===== config.mk =====
export PLATFORM = sky130hd
export DESIGN_NAME = vkr_ctrl
export DESIGN_NICKNAME = d
export VERILOG_FILES = /design/src/rtl/vector_keyframe_reducer_defines.svh /design/src/rtl/vkr_pkg.sv /design/src/rtl/vkr_ctrl.sv
export SDC_FILE = /design/constraint.sdc
export NUM_CORES = 1
export LEC_CHECK = 0
export ABC_AREA = 0
export BUFFER_PORTS_ARGS = -buffer_cell sky130_fd_sc_hd__buf_2
export CORE_MARGIN = 5
export CORE_UTILIZATION = 47
export DETAILED_ROUTE_END_ITERATION = 10
export PLACE_DENSITY = 0.74
export SLEW_MARGIN = 20
export SYNTH_ARGS = -nofsm -noshare
export SYNTH_HDL_FRONTEND = slang
export SYNTH_SLANG_ARGS = --single-unit

===== constraint.sdc =====
create_clock -name clk -period 1.65 [get_ports clk]
set_input_delay 0.0825 -clock clk [delete_from_list [all_inputs] [get_ports clk]]
set_output_delay 0.0825 -clock clk [all_outputs]
set_load 0.03 [all_outputs]

===== src/rtl/vector_keyframe_reducer_defines.svh =====
// ---------------------------------------------------------------------------
// Keyframe reducer assertion macros
// Shared property forms for the concurrent checks of the keyframe reducer.
// ---------------------------------------------------------------------------
`ifndef VECTOR_KEYFRAME_REDUCER_DEFINES_SVH
`define VECTOR_KEYFRAME_REDUCER_DEFINES_SVH

// Consequent holds in the same cycle as the antecedent.
`define VKR_ASSERT_NOW(label, ante, cons, msg) \
  label: assert property (@(posedge clk) disable iff (rst) (ante) |-> (cons)) \
    else $error(msg);

// Consequent holds in the cycle after the antecedent.
`define VKR_ASSERT_NEXT(label, ante, cons, msg) \
  label: assert property (@(posedge clk) disable iff (rst) (ante) |=> (cons)) \
    else $error(msg);

`endif


===== src/rtl/vkr_pkg.sv =====
// ---------------------------------------------------------------------------
// Keyframe reducer package
// Register indexes, arithmetic step codes and controller/datapath signals.
// ---------------------------------------------------------------------------
`default_nettype none

package vkr_pkg;

  localparam int THR_BITS = 20;
  localparam int CFG_INDEX_BITS = 1;
  localparam int SCALE_SHIFT = 32;
  localparam logic [THR_BITS-1:0] THR_RESET = 20'd32768;

  localparam logic [CFG_INDEX_BITS-1:0] REG_ENABLE = 1'd0;
  localparam logic [CFG_INDEX_BITS-1:0] REG_THRESHOLD = 1'd1;

  typedef enum logic [4:0] {
    STEP_DD0     = 5'd0,
    STEP_DD1     = 5'd1,
    STEP_DD2     = 5'd2,
    STEP_DE0     = 5'd3,
    STEP_DE1     = 5'd4,
    STEP_DE2     = 5'd5,
    STEP_C0A     = 5'd6,
    STEP_C0B     = 5'd7,
    STEP_C1A     = 5'd8,
    STEP_C1B     = 5'd9,
    STEP_C2A     = 5'd10,
    STEP_C2B     = 5'd11,
    STEP_CC0     = 5'd12,
    STEP_CC1     = 5'd13,
    STEP_CC2     = 5'd14,
    STEP_LEN_THR = 5'd15,
    STEP_LSQ     = 5'd16
  } step_t;

  typedef struct packed {
    logic  load_key;
    logic  mul_start;
    logic  wb;
    logic  load_pend;
    logic  emit_pend;
    logic  emit_key;
    step_t step;
  } dp_cmd_t;

  typedef struct packed {
    logic mul_done;
    logic len2_zero;
    logic all_eq;
    logic t_reject;
    logic cmp_le;
    logic out_free;
    logic key_last;
  } dp_sts_t;

endpackage

`default_nettype wire


===== src/rtl/vkr_ctrl.sv =====
// ---------------------------------------------------------------------------
// Keyframe reducer controller
// Track phase, arithmetic step sequencing and result emission.
// ---------------------------------------------------------------------------
`default_nettype none

module vkr_ctrl (
  input  wire logic            clk,
  input  wire logic            rst,
  input  wire logic            in_valid,
  output logic                 in_ready,
  input  wire logic            enable,
  input  wire vkr_pkg::dp_sts_t sts,
  output vkr_pkg::dp_cmd_t     cmd
);

  typedef enum logic [5:0] {
    S_IDLE      = 6'b000001,
    S_LAUNCH    = 6'b000010,
    S_MUL       = 6'b000100,
    S_CHECK     = 6'b001000,
    S_EMIT_PEND = 6'b010000,
    S_KEYDEC    = 6'b100000
  } state_t;

  typedef enum logic [1:0] {
    PHASE_NONE    = 2'd0,
    PHASE_ANCHOR  = 2'd1,
    PHASE_PENDING = 2'd2
  } phase_t;

  state_t         state, state_next;
  phase_t         phase, phase_next;
  vkr_pkg::step_t step, step_next;
  logic           emit_key_wait, emit_key_wait_next;
  logic           decided;
  logic           redundant;

  always_comb begin
    state_next         = state;
    phase_next         = phase;
    step_next          = step;
    emit_key_wait_next = emit_key_wait;
    in_ready           = 1'b0;
    cmd                = '0;
    cmd.step           = step;
    decided            = 1'b0;
    redundant          = 1'b0;
    unique case (state)
      S_IDLE: begin
        in_ready = !emit_key_wait;
        if (emit_key_wait) begin
          if (sts.out_free) begin
            cmd.emit_key       = 1'b1;
            phase_next         = sts.key_last ? PHASE_NONE : PHASE_ANCHOR;
            emit_key_wait_next = 1'b0;
          end
        end else if (in_valid) begin
          cmd.load_key = 1'b1;
          if (phase == PHASE_PENDING) begin
            if (enable) begin
              step_next  = vkr_pkg::STEP_DD0;
              state_next = S_LAUNCH;
            end else begin
              state_next = S_EMIT_PEND;
            end
          end else begin
            state_next = S_KEYDEC;
          end
        end
      end
      S_LAUNCH: begin
        cmd.mul_start = 1'b1;
        state_next    = S_MUL;
      end
      S_MUL: begin
        if (sts.mul_done) begin
          cmd.wb     = 1'b1;
          state_next = S_CHECK;
        end
      end
      S_CHECK: begin
        if (step == vkr_pkg::STEP_DD2 && sts.len2_zero) begin
          decided   = 1'b1;
          redundant = sts.all_eq;
        end else if (step == vkr_pkg::STEP_DE2 && sts.t_reject) begin
          decided = 1'b1;
        end else if (step == vkr_pkg::STEP_LSQ) begin
          decided   = 1'b1;
          redundant = sts.cmp_le;
        end else begin
          step_next  = vkr_pkg::step_t'(step + 5'd1);
          state_next = S_LAUNCH;
        end
        if (decided) begin
          if (redundant) begin
            phase_next = PHASE_ANCHOR;
            state_next = S_KEYDEC;
          end else begin
            state_next = S_EMIT_PEND;
          end
        end
      end
      S_EMIT_PEND: begin
        if (sts.out_free) begin
          cmd.emit_pend = 1'b1;
          phase_next    = PHASE_ANCHOR;
          state_next    = S_KEYDEC;
        end
      end
      S_KEYDEC: begin
        state_next = S_IDLE;
        if (phase == PHASE_ANCHOR && enable && !sts.key_last) begin
          cmd.load_pend = 1'b1;
          phase_next    = PHASE_PENDING;
        end else begin
          emit_key_wait_next = 1'b1;
        end
      end
      default: state_next = S_IDLE;
    endcase
  end

  always_ff @(posedge clk) begin
    if (rst) begin
      state         <= S_IDLE;
      phase         <= PHASE_NONE;
      step          <= vkr_pkg::STEP_DD0;
      emit_key_wait <= 1'b0;
    end else begin
      state         <= state_next;
      phase         <= phase_next;
      step          <= step_next;
      emit_key_wait <= emit_key_wait_next;
    end
  end

endmodule

`default_nettype wire


After elaboration in Yosys (flattened, before gate mapping)
Index checks and enable logic that the tools add are counted.
W data, S select, Z words.
- bits in registers: 14
- input port bits: 11
- output and inout port bits: 12
- word-level logic and storage cells: 100
- add/subtract/negate cells: 1
- eq/ne operators: 29
- mux-type cells: 53
- reductions and logical operators: 13
- operator list (kind ; number):
    $mux W6 ; 10
    $mux W5 ; 8
    $ne A2 B2 Y1 const B ; 15
    $pmux W6 S5 ; 1
    $mux W1 ; 25
    $reduce_and A7 Y1 ; 2
    $mux W2 ; 6
    $pmux W5 S2 ; 1
    $ne A3 B3 Y1 const B ; 3
    $pmux W2 S4 ; 1
    $reduce_and A8 Y1 ; 1
    $eq A6 B1 Y1 const B ; 1
    $eq A6 B2 Y1 const B ; 1
    $eq A6 B3 Y1 const B ; 1
    $eq A6 B4 Y1 const B ; 1
    $eq A6 B5 Y1 const B ; 1
    $eq A6 B6 Y1 const B ; 1
    $add A5 B1 Y5 const B ; 1
    $eq A5 B2 Y1 const B ; 1
    $eq A5 B3 Y1 const B ; 1
    $eq A5 B5 Y1 const B ; 1
    $logic_and A1 B1 Y1 ; 4
    $reduce_bool A2 Y1 ; 2
    $reduce_bool A4 Y1 ; 1
    other kinds (5) ; 6

Logic depth before layout (Yosys ltp)
Gate-level depths: netlist of the first run.
- depth after elaboration: 8
- depth in mapped cells: 8
- mapped depth without buffers: 7

Worst setup path before layout of the first run
Ideal clock, no wire load.
- path kind: register -> register
- start: register step[0]
- end: register step[2]
- setup time: 0.072 ns
- arrival time: 2.003 ns
- required time: 1.578 ns
- setup slack: -0.424 ns
- cell stages (with the launch flop): 9
- path buffers: 1
- clock period less this slack: 2.074 ns
- cells stage by stage: dfxtp_1 > inv_1 > ha_1 > nor4b_1 > and2_1 > or3_1 > buf_6 > a21boi_2 > mux2i_1
- longest elaborated chain between the ends: 5
- elaborated cells on any way between the ends: 14
- classes of those cells: add/sub: 1; eq/ne: 6; mux: 4; reduce/logical: 3
- RTL lines (item ; line ; RTL):
    start, declared ; vkr_ctrl.sv:34 ; vkr_pkg::step_t step, step_next;
    start signal, assigned ; vkr_ctrl.sv:128 ; step <= vkr_pkg::STEP_DD0;
    start signal, assigned ; vkr_ctrl.sv:133 ; step <= step_next;
    $add A5 B1 Y5 ; vkr_ctrl.sv:92 ; step_next = vkr_pkg::step_t'(step + 5'd1);
    $mux W5 ; vkr_ctrl.sv:88 ; end else if (step == vkr_pkg::STEP_LSQ) begin
    $mux W5 ; vkr_ctrl.sv:86 ; end else if (step == vkr_pkg::STEP_DE2 && sts.t_reject) begin
    $mux W5 ; vkr_ctrl.sv:83 ; if (step == vkr_pkg::STEP_DD2 && sts.len2_zero) begin
    $pmux W5 S2 ; vkr_ctrl.sv:49 ; unique case (state)
Parallel ways exist; a longest one is shown, timed or not. The select of a mux whose other input is x is not followed.
A chain may end at the register's enable or synchronous reset.

Worst setup path after layout of the first run
- start: register step[0]
- end: register phase[0]
- longest elaborated chain between the ends: 7
- elaborated cells on any way between the ends: 16
- classes of those cells: eq/ne: 5; mux: 8; reduce/logical: 3
- RTL lines (item ; line ; RTL):
    $eq A5 B5 Y1 / $eq A5 B3 Y1 (equally long branches) ; vkr_ctrl.sv:88, vkr_ctrl.sv:86 ;
    $mux W1 / $logic_and A1 B1 Y1 (equally long branches) ; vkr_ctrl.sv:88, vkr_ctrl.sv:86 ;
    $mux W1 ; vkr_ctrl.sv:86 ;
    $mux W1 ; vkr_ctrl.sv:83 ;
    $mux W1 ; vkr_ctrl.sv:49 ;
    $ne A2 B2 Y1 (no line) ; n/a ;
    $reduce_and A7 Y1 (no line) * ; n/a ;
    end signal, assigned ; vkr_ctrl.sv:132 ; phase <= phase_next;
    end, declared ; vkr_ctrl.sv:33 ; phase_t phase, phase_next;
Mark *: on every way between the ends. The rest lies on a longest branch, timed or not. The select of a mux whose other input is x is not followed.

==> results of run 1 <==
-- stage by stage --
step / setup TNS (ps) / power [mW] / area (um2) / std cells
6_report: -892.6 / 1.233 / 1670 / 203
5_1_grt: -2275 / 1.301 / 1670 / 203
4_1_cts: -476.7 / 1.119 / 1529 / 198
3_5_place_dp: -644.3 / 0.8331 / 1319 / 187
3_3_place_gp: -454.2 / 0.8191 / 1319 / 187
2_1_floorplan: -555.7 / 0.6513 / 1006 / 116
-- final timing paths --
check                                     startpoint                     to  slack, ps  depth (start not counted)
worst max register to register  step[0]$_SDFFE_PP0P_  phase[0]$_SDFFE_PP0P_       -130                          6
worst min-delay path                             rst  state[1]$_SDFFE_PP0P_        130                          2
worst max-delay path            step[0]$_SDFFE_PP0P_  phase[0]$_SDFFE_PP0P_       -130                          6
worst min register to register  step[4]$_SDFFE_PP0P_   step[4]$_SDFFE_PP0P_        520                          2
-- placed cells by master, fill, tap and decap left out, drive strengths merged, types with 2 or more instances in the layout --
cell    instances
a21oi           8
nand3           7
nand2b          3
and3b           2
clkbuf          3
buf            59
nor4            3
o31ai           2
nor2            7
o22a            2
dfxtp          14
and3            2
and2            2
inv             7
or3             2
nor3            3
nor2b           3
nand2          10
o211ai          2
o21ai           2
ha              4
mux2i           4
nand3b          6
-- routing by layer --
metal | vias up | track usage [%]
li1 | 551 | -
met1 | 579 | 25.70
met2 | 60 | 34.63
met3 | 13 | 4.196
met4 | 0 | 3.819
met5 | - | 0
-- cell type report --
| cell class | count | area (um2) |
|---|---|---|
| inverter | 7 | 31.28 |
| sequential | 14 | 297.8 |
| tap | 27 | 33.78 |
| fill | 99 | 291.5 |
| clock buffer | 3 | 22.52 |
| timing repair buffer | 59 | 460.4 |
| clock inverter | 1 | 3.754 |
| multi-input combinational | 92 | 820.8 |
-- report_power, final --
| group | internal (mW) | switching (mW) | leakage [nW] |
|---|---|---|---|
| clock | 0.0879 | 0.127 | 0.0154 |
| sequential | 0.365 | 0.0354 | 0.117 |
| combinational | 0.323 | 0.294 | 0.555 |
| total | 0.776 | 0.456 | 0.688 |
-- timing repair --
action | CTS | global route
pin swaps | 14 | 11
hold endpoints to repair | 0 | 0
buffers inserted | 8 | 5
gates resized for setup | 35 | 21
setup endpoints to repair | 17 | 17
-- critical path, cell delays in order (launching register included) --
cell and delay, ps:
sky130_fd_sc_hd__dfxtp_4 360, sky130_fd_sc_hd__inv_4 80, sky130_fd_sc_hd__ha_4 130, sky130_fd_sc_hd__nand3b_1 80, sky130_fd_sc_hd__or3b_4 420, sky130_fd_sc_hd__a32o_2 280, sky130_fd_sc_hd__o311a_1 310
-- cells by family after synthesis --
logic type / Yosys count / share of synthesized area [%]
adder cells (fa/ha/maj): 4 / 5.135
multiplexers: 4 / 4.108
flip-flops: 14 / 28.75
XOR/XNOR: 1 / 0.8988
AND/OR/NAND/NOR: 56 / 35.56
AO/OA/AOI/OAI: 27 / 20.93
buffers and inverters: 10 / 4.622
-- state kept, by name, indices dropped and copies added, names as in the netlist --
register,flops
state,6
step,5
phase,2
emit_key_wait,1
==> flow_results.xml, run 1 <==
<?xml version="1.0" encoding="UTF-8"?>
<metrics>
  <group name="clock_tree">
    <metric name="cts_buffers" unit="">3</metric>
    <metric name="tritoncts_clock_tree" unit="">done</metric>
    <metric name="postCtsHoldBufs" unit="">0</metric>
    <metric name="cts_max_path_buffers" unit="">2</metric>
    <metric name="cts_max_level" unit="">1</metric>
    <metric name="clkLatencyLatePin" unit="ps">290</metric>
    <metric name="cts.sinks" unit="">14</metric>
    <metric name="cts_clock_pin_slew_for_the_worst_setup_and_hold_paths" unit="ps">100</metric>
    <metric name="cts_root_buffer" unit="">sky130_fd_sc_hd__clkbuf_4</metric>
  </group>
  <group name="die">
    <metric name="ios" unit="">23</metric>
    <metric name="placeableCoreArea" unit="um2">1962</metric>
    <metric name="die_width" unit="um">55.54</metric>
    <metric name="floorplan.initialDensity" unit="%">49.68</metric>
    <metric name="die_area" unit="um2">3085</metric>
    <metric name="placement_rows" unit="">16</metric>
    <metric name="dieHeight" unit="um">55.54</metric>
  </group>
  <group name="synthesis">
    <metric name="synth_instances" unit="">116</metric>
    <metric name="async_reset_ff_share" unit="%">0</metric>
    <metric name="synth_seq_area_share" unit="%">28.75</metric>
    <metric name="yosys_most_used_dff" unit="">sky130_fd_sc_hd__dfxtp_1</metric>
    <metric name="post_synthesis_cell_area" unit="um2">974.7</metric>
    <metric name="ys_types" unit="">45</metric>
    <metric name="yosys-top-cells-area" unit="">sky130_fd_sc_hd__dfxtp_1 29%, sky130_fd_sc_hd__ha_1 5.1%, sky130_fd_sc_hd__mux2i_1 4.1%</metric>
    <metric name="syn_avg_cell_area" unit="um2">8.402</metric>
    <metric name="ys_seq_elements" unit="">14</metric>
    <metric name="postSynthNetCount" unit="">131</metric>
    <metric name="leading_cell_type_by_number_of_instances_after_synthesis" unit="">sky130_fd_sc_hd__dfxtp_1</metric>
    <metric name="ys.warnings.count" unit="">0</metric>
    <metric name="post_synth_edffs" unit="">0</metric>
    <metric name="netlist.area_leader.share" unit="%">28.75</metric>
    <metric name="synthTopCellsByCount" unit="">14 x sky130_fd_sc_hd__dfxtp_1, 10 x sky130_fd_sc_hd__nand2_1, 7 x sky130_fd_sc_hd__inv_1, 7 x sky130_fd_sc_hd__nand3_1, 7 x sky130_fd_sc_hd__nor2_1</metric>
    <metric name="synthDominantAreaCellType" unit="">sky130_fd_sc_hd__dfxtp_1</metric>
  </group>
  <group name="placed_design">
    <metric name="io_buffers" unit="">22</metric>
    <metric name="dp_hpwl" unit="um">2150</metric>
    <metric name="preCtsSetupSlack" unit="ps">-137.0</metric>
    <metric name="gp_congestion" unit="">0.8723</metric>
  </group>
  <group name="detailed_routing">
    <metric name="wire_length_on_met1" unit="um">1533</metric>
    <metric name="top_layer" unit="">met4</metric>
    <metric name="routed_wl_per_cell" unit="um">18.42</metric>
    <metric name="dr_wl_met3" unit="um">218</metric>
    <metric name="drt_first_pass_iters" unit="">4</metric>
    <metric name="vias_per_cell" unit="">5.926</metric>
    <metric name="drc" unit="">0</metric>
    <metric name="vias" unit="">1203</metric>
    <metric name="totalWireLength" unit="um">3740</metric>
    <metric name="dr.first_iter.drc_count" unit="">52</metric>
    <metric name="antenna_left" unit="">0</metric>
    <metric name="met2_layer_wire_length_in_the_routed_design" unit="um">1888</metric>
  </group>
  <group name="grt">
    <metric name="vias_in_the_first_global_route" unit="">1139</metric>
    <metric name="grt_remaining_overflow" unit="">0</metric>
    <metric name="number_of_antenna_violations_at_the_first_check_in_global_routing" unit="">0</metric>
    <metric name="grt_first_pass_wirelength" unit="um">5140</metric>
    <metric name="grt_max_degree" unit="">12</metric>
    <metric name="grt_use_total" unit="%">20.08</metric>
  </group>
  <group name="cells_and_area">
    <metric name="final_util" unit="%">85.14</metric>
    <metric name="layout-area-overhead-vs-synth" unit="%">71.37</metric>
    <metric name="fraction_of_layout_cells_with_a_size_suffix_above_1" unit="%">57.39</metric>
    <metric name="num-nets-final" unit="">192</metric>
    <metric name="number_of_antenna_repair_diodes" unit="">0</metric>
  </group>
  <group name="worst_hold_path">
    <metric name="hold_class" unit="">input pin to register</metric>
  </group>
  <group name="sta">
    <metric name="tightestPinTransition" unit="ps">409.8</metric>
    <metric name="setup_ws" unit="ps">-131.2</metric>
    <metric name="final-setup-viol-count" unit="">15</metric>
    <metric name="relSlewSlack" unit="%">72.62</metric>
    <metric name="finalCritPeriodShare" unit="%">108.0</metric>
    <metric name="finalMaxSlewViolations" unit="">0</metric>
    <metric name="layout_min_cycle_time" unit="ps">1781</metric>
    <metric name="count_of_final_hold_check_violations" unit="">0</metric>
    <metric name="fin_worst_skew" unit="ps">4.518</metric>
    <metric name="grt_setup_unrepaired" unit="">true</metric>
    <metric name="max_freq" unit="GHz">0.5614</metric>
    <metric name="holdWs" unit="ps">132.4</metric>
  </group>
  <group name="pwr">
    <metric name="peakVddDrop" unit="mV">0.8369</metric>
    <metric name="leakagePower" unit="nW">0.6877</metric>
    <metric name="power-per-cell-area" unit="nW/um2">738.0</metric>
  </group>
  <group name="status">
    <metric name="run_status" unit="">finished, violations left</metric>
    <metric name="violated_checks" unit="">negative setup slack</metric>
  </group>
  <group name="critical_path">
    <metric name="critPathRequiredTime" unit="ps">1830</metric>
    <metric name="worst-path-max-fanout" unit="">4</metric>
    <metric name="crit_arrival" unit="ps">1960</metric>
    <metric name="worst_setup_path_start_kind" unit="">register</metric>
    <metric name="crit_type" unit="">register to register</metric>
    <metric name="worst_setup_path_end_kind" unit="">register</metric>
  </group>
  <group name="flow_run">
    <metric name="maxCapViolCount" unit="">0</metric>
  </group>
</metrics>
Power figures use the tool's default switching activity.
==> inputs of run 2 (changes only) <==
--- a/config.mk
+++ b/config.mk
@@ -7,10 +7,12 @@
 export LEC_CHECK = 0
 export ABC_AREA = 0
 export BUFFER_PORTS_ARGS = -buffer_cell sky130_fd_sc_hd__buf_2
+export CELL_PAD_IN_SITES_DETAIL_PLACEMENT = 1
+export CELL_PAD_IN_SITES_GLOBAL_PLACEMENT = 2
 export CORE_MARGIN = 5
-export CORE_UTILIZATION = 47
+export CORE_UTILIZATION = 27
 export DETAILED_ROUTE_END_ITERATION = 10
-export PLACE_DENSITY = 0.74
+export PLACE_DENSITY = 0.73
 export SLEW_MARGIN = 20
 export SYNTH_ARGS = -nofsm -noshare
 export SYNTH_HDL_FRONTEND = slang
==> flow_results.xml, run 2 (same netlist as run 1, synthesis figures left out) <==
<?xml version="1.0" encoding="UTF-8"?>
<metrics>
  <group name="sta">
    <metric name="layout_min_cycle_time" unit="ps">1764</metric>
    <metric name="setup_ws" unit="ps">-113.7</metric>
    <metric name="final-setup-viol-count" unit="">10</metric>
    <metric name="relSlewSlack" unit="%">71.73</metric>
    <metric name="finalMaxSlewViolations" unit="">0</metric>
    <metric name="timing.setup.tns" unit="ps">-606.3</metric>
    <metric name="max_freq" unit="GHz">0.5670</metric>
    <metric name="grt_setup_unrepaired" unit="">true</metric>
    <metric name="count_of_final_hold_check_violations" unit="">0</metric>
    <metric name="tightestPinTransition" unit="ps">423.2</metric>
    <metric name="fin_worst_skew" unit="ps">4.127</metric>
    <metric name="holdWs" unit="ps">66.67</metric>
    <metric name="finalCritPeriodShare" unit="%">106.9</metric>
  </group>
  <group name="cells_and_area">
    <metric name="number_of_antenna_repair_diodes" unit="">0</metric>
    <metric name="biggestRegsByFlops" unit="">state x6, step x5, phase x2</metric>
    <metric name="largest-register" unit="">state</metric>
    <metric name="fraction_of_layout_cells_with_a_size_suffix_above_1" unit="%">56.57</metric>
    <metric name="layout_commonest_cell" unit="">sky130_fd_sc_hd__buf_4</metric>
    <metric name="layout.filler_cells" unit="">417</metric>
    <metric name="largest_register_ff_count" unit="">6</metric>
    <metric name="layout-area-overhead-vs-synth" unit="%">68.29</metric>
    <metric name="postLayoutCellArea" unit="um2">1640</metric>
    <metric name="num-nets-final" unit="">191</metric>
    <metric name="mostFrequentLayoutCells" unit="">29 x sky130_fd_sc_hd__buf_4, 16 x sky130_fd_sc_hd__buf_2, 11 x sky130_fd_sc_hd__buf_6</metric>
    <metric name="finalNonFillerCells" unit="">221</metric>
  </group>
  <group name="critical_path">
    <metric name="critPathRequiredTime" unit="ps">1570</metric>
    <metric name="worst_setup_path_start_kind" unit="">register</metric>
    <metric name="worst-path-max-fanout" unit="">4</metric>
    <metric name="worst_setup_path_end_kind" unit="">output pin</metric>
    <metric name="crit_type" unit="">register to output pin</metric>
    <metric name="crit_arrival" unit="ps">1680</metric>
  </group>
  <group name="detailed_routing">
    <metric name="vias" unit="">1086</metric>
    <metric name="antenna_left" unit="">0</metric>
    <metric name="vias_per_cell" unit="">4.914</metric>
    <metric name="dr.first_iter.drc_count" unit="">29</metric>
    <metric name="totalWireLength" unit="um">3319</metric>
    <metric name="drc" unit="">0</metric>
    <metric name="routed_wl_per_cell" unit="um">15.02</metric>
    <metric name="drt_first_pass_iters" unit="">6</metric>
  </group>
  <group name="placed_design">
    <metric name="placed_cell_area" unit="um2">1378</metric>
    <metric name="dp_hpwl" unit="um">2583</metric>
    <metric name="gp_congestion" unit="">0.8409</metric>
    <metric name="post-place-cells" unit="">209</metric>
    <metric name="io_buffers" unit="">22</metric>
    <metric name="preCtsSetupSlack" unit="ps">-168.7</metric>
  </group>
  <group name="die">
    <metric name="die_width" unit="um">70.08</metric>
    <metric name="placement_rows" unit="">21</metric>
    <metric name="placeableCoreArea" unit="um2">3416</metric>
    <metric name="floorplan.initialDensity" unit="%">28.53</metric>
    <metric name="ios" unit="">23</metric>
    <metric name="dieHeight" unit="um">70.08</metric>
    <metric name="die_area" unit="um2">4911</metric>
  </group>
  <group name="pwr">
    <metric name="power.share.switching" unit="%">36.85</metric>
    <metric name="power.share.sequential" unit="%">32.4</metric>
    <metric name="leakagePower" unit="nW">0.6880</metric>
    <metric name="peakVddDrop" unit="mV">0.5614</metric>
    <metric name="power.share.clock" unit="%">17.1</metric>
    <metric name="power.internal" unit="mW">0.7817</metric>
    <metric name="net-switching-power" unit="mW">0.4561</metric>
    <metric name="combinationalPowerShare" unit="%">50.4</metric>
    <metric name="power-per-cell-area" unit="nW/um2">754.6</metric>
  </group>
  <group name="worst_hold_path">
    <metric name="hold_class" unit="">input pin to register</metric>
  </group>
  <group name="grt">
    <metric name="grt_remaining_overflow" unit="">0</metric>
    <metric name="grt_use_total" unit="%">13.93</metric>
    <metric name="grt_first_pass_wirelength" unit="um">5609</metric>
    <metric name="vias_in_the_first_global_route" unit="">1160</metric>
    <metric name="number_of_antenna_violations_at_the_first_check_in_global_routing" unit="">0</metric>
    <metric name="grt_max_degree" unit="">12</metric>
  </group>
  <group name="status">
    <metric name="run_status" unit="">finished, violations left</metric>
    <metric name="violated_checks" unit="">negative setup slack</metric>
  </group>
  <group name="clock_tree">
    <metric name="cts_buffers" unit="">3</metric>
    <metric name="cts_root_buffer" unit="">sky130_fd_sc_hd__clkbuf_4</metric>
    <metric name="cts_max_path_buffers" unit="">2</metric>
    <metric name="tritoncts_clock_tree" unit="">done</metric>
    <metric name="cts.sinks" unit="">14</metric>
    <metric name="clkLatencyLatePin" unit="ps">280</metric>
    <metric name="cts_max_level" unit="">1</metric>
    <metric name="cts_clock_pin_slew_for_the_worst_setup_and_hold_paths" unit="ps">100</metric>
  </group>
  <group name="flow_run">
    <metric name="maxCapViolCount" unit="">0</metric>
  </group>
</metrics>
-- run 2: cell count changes in the layout (fill, tap and decap cells not counted), moves of 2 or more --
| cell | before | now |
|---|---|---|
| sky130_fd_sc_hd__a21oi_4 | 2 | 0 |
| sky130_fd_sc_hd__a21oi_1 | 2 | 6 |
| sky130_fd_sc_hd__dfxtp_1 | 6 | 4 |
| sky130_fd_sc_hd__a21oi_2 | 4 | 2 |
| sky130_fd_sc_hd__ha_4 | 3 | 1 |
| sky130_fd_sc_hd__nand3_2 | 1 | 3 |
| sky130_fd_sc_hd__dfxtp_2 | 5 | 8 |
-- run 2: repair_timing --
action,in CTS,in global routing
gates resized for setup,36,11
hold buffers,0,0
setup endpoints to repair,18,17
setup buffers,7,1
pin swaps,16,6
-- run 2: worst paths after layout --
kind | startpoint | slack (ps) | depth (start not counted) | to
min | sts[6] | 70 | 3 | state[3]$_SDFFE_PP0P_
max reg2reg | step[1]$_SDFFE_PP0P_ | -90 | 7 | step[3]$_SDFFE_PP0P_
max | state[4]$_SDFFE_PP0P_ | -110 | 6 | cmd[5]
min reg2reg | step[4]$_SDFFE_PP0P_ | 520 | 2 | step[4]$_SDFFE_PP0P_
-- run 2: worst max-delay path: stages (launching register included) --
cell and delay (ps):
sky130_fd_sc_hd__dfxtp_2 350, sky130_fd_sc_hd__nor4_4 260, sky130_fd_sc_hd__buf_4 170, sky130_fd_sc_hd__and3_4 200, sky130_fd_sc_hd__buf_6 110, sky130_fd_sc_hd__and3_4 170, sky130_fd_sc_hd__buf_6 120
-- run 2: power by group through the flow --
| stage | sequential, mW | clock, mW | combinational [mW] |
|---|---|---|---|
| after floorplan | 0.403 | 0 | 0.248 |
| after global placement | 0.398 | 0 | 0.470 |
| after detailed placement | 0.400 | 0 | 0.479 |
| after CTS | 0.399 | 0.218 | 0.585 |
| after global routing | 0.407 | 0.239 | 0.669 |
| final | 0.401 | 0.212 | 0.624 |
-- run 2: through the flow --
| stage | util, % | power, mW |
|---|---|---|
| 2_1_floorplan | - | 0.6513 |
| 4_1_cts | 46.15 | 1.203 |
| 6_report | 48.02 | 1.238 |
| 5_1_grt | 48.02 | 1.314 |
| 3_3_place_gp | 40.33 | 0.8678 |
| 3_5_place_dp | 40.33 | 0.8786 |
-- run 2: final cells by class --
| class | count | area (um2) | area share, % |
|---|---|---|---|
| clock buffer | 3 | 22.52 | 1.373 |
| clock inverter | 1 | 3.754 | 0.2288 |
| inverter | 7 | 31.28 | 1.907 |
| multi-input combinational | 92 | 778.2 | 47.44 |
| sequential | 14 | 297.8 | 18.15 |
| tap | 46 | 57.56 | 3.509 |
| timing repair buffer | 58 | 449.2 | 27.38 |
-- run 2: routing by layer --
| layer | track usage (%) | part of all wire, % | up-vias |
|---|---|---|---|
| li1 | - | - | 551 |
| met5 | 0 | 0 | - |
| met3 | 2.869 | 3.7 | 6 |
| met2 | 24.87 | 51 | 18 |
| met1 | 17.27 | 44 | 511 |
| met4 | 2.553 | 1.5 | 0 |
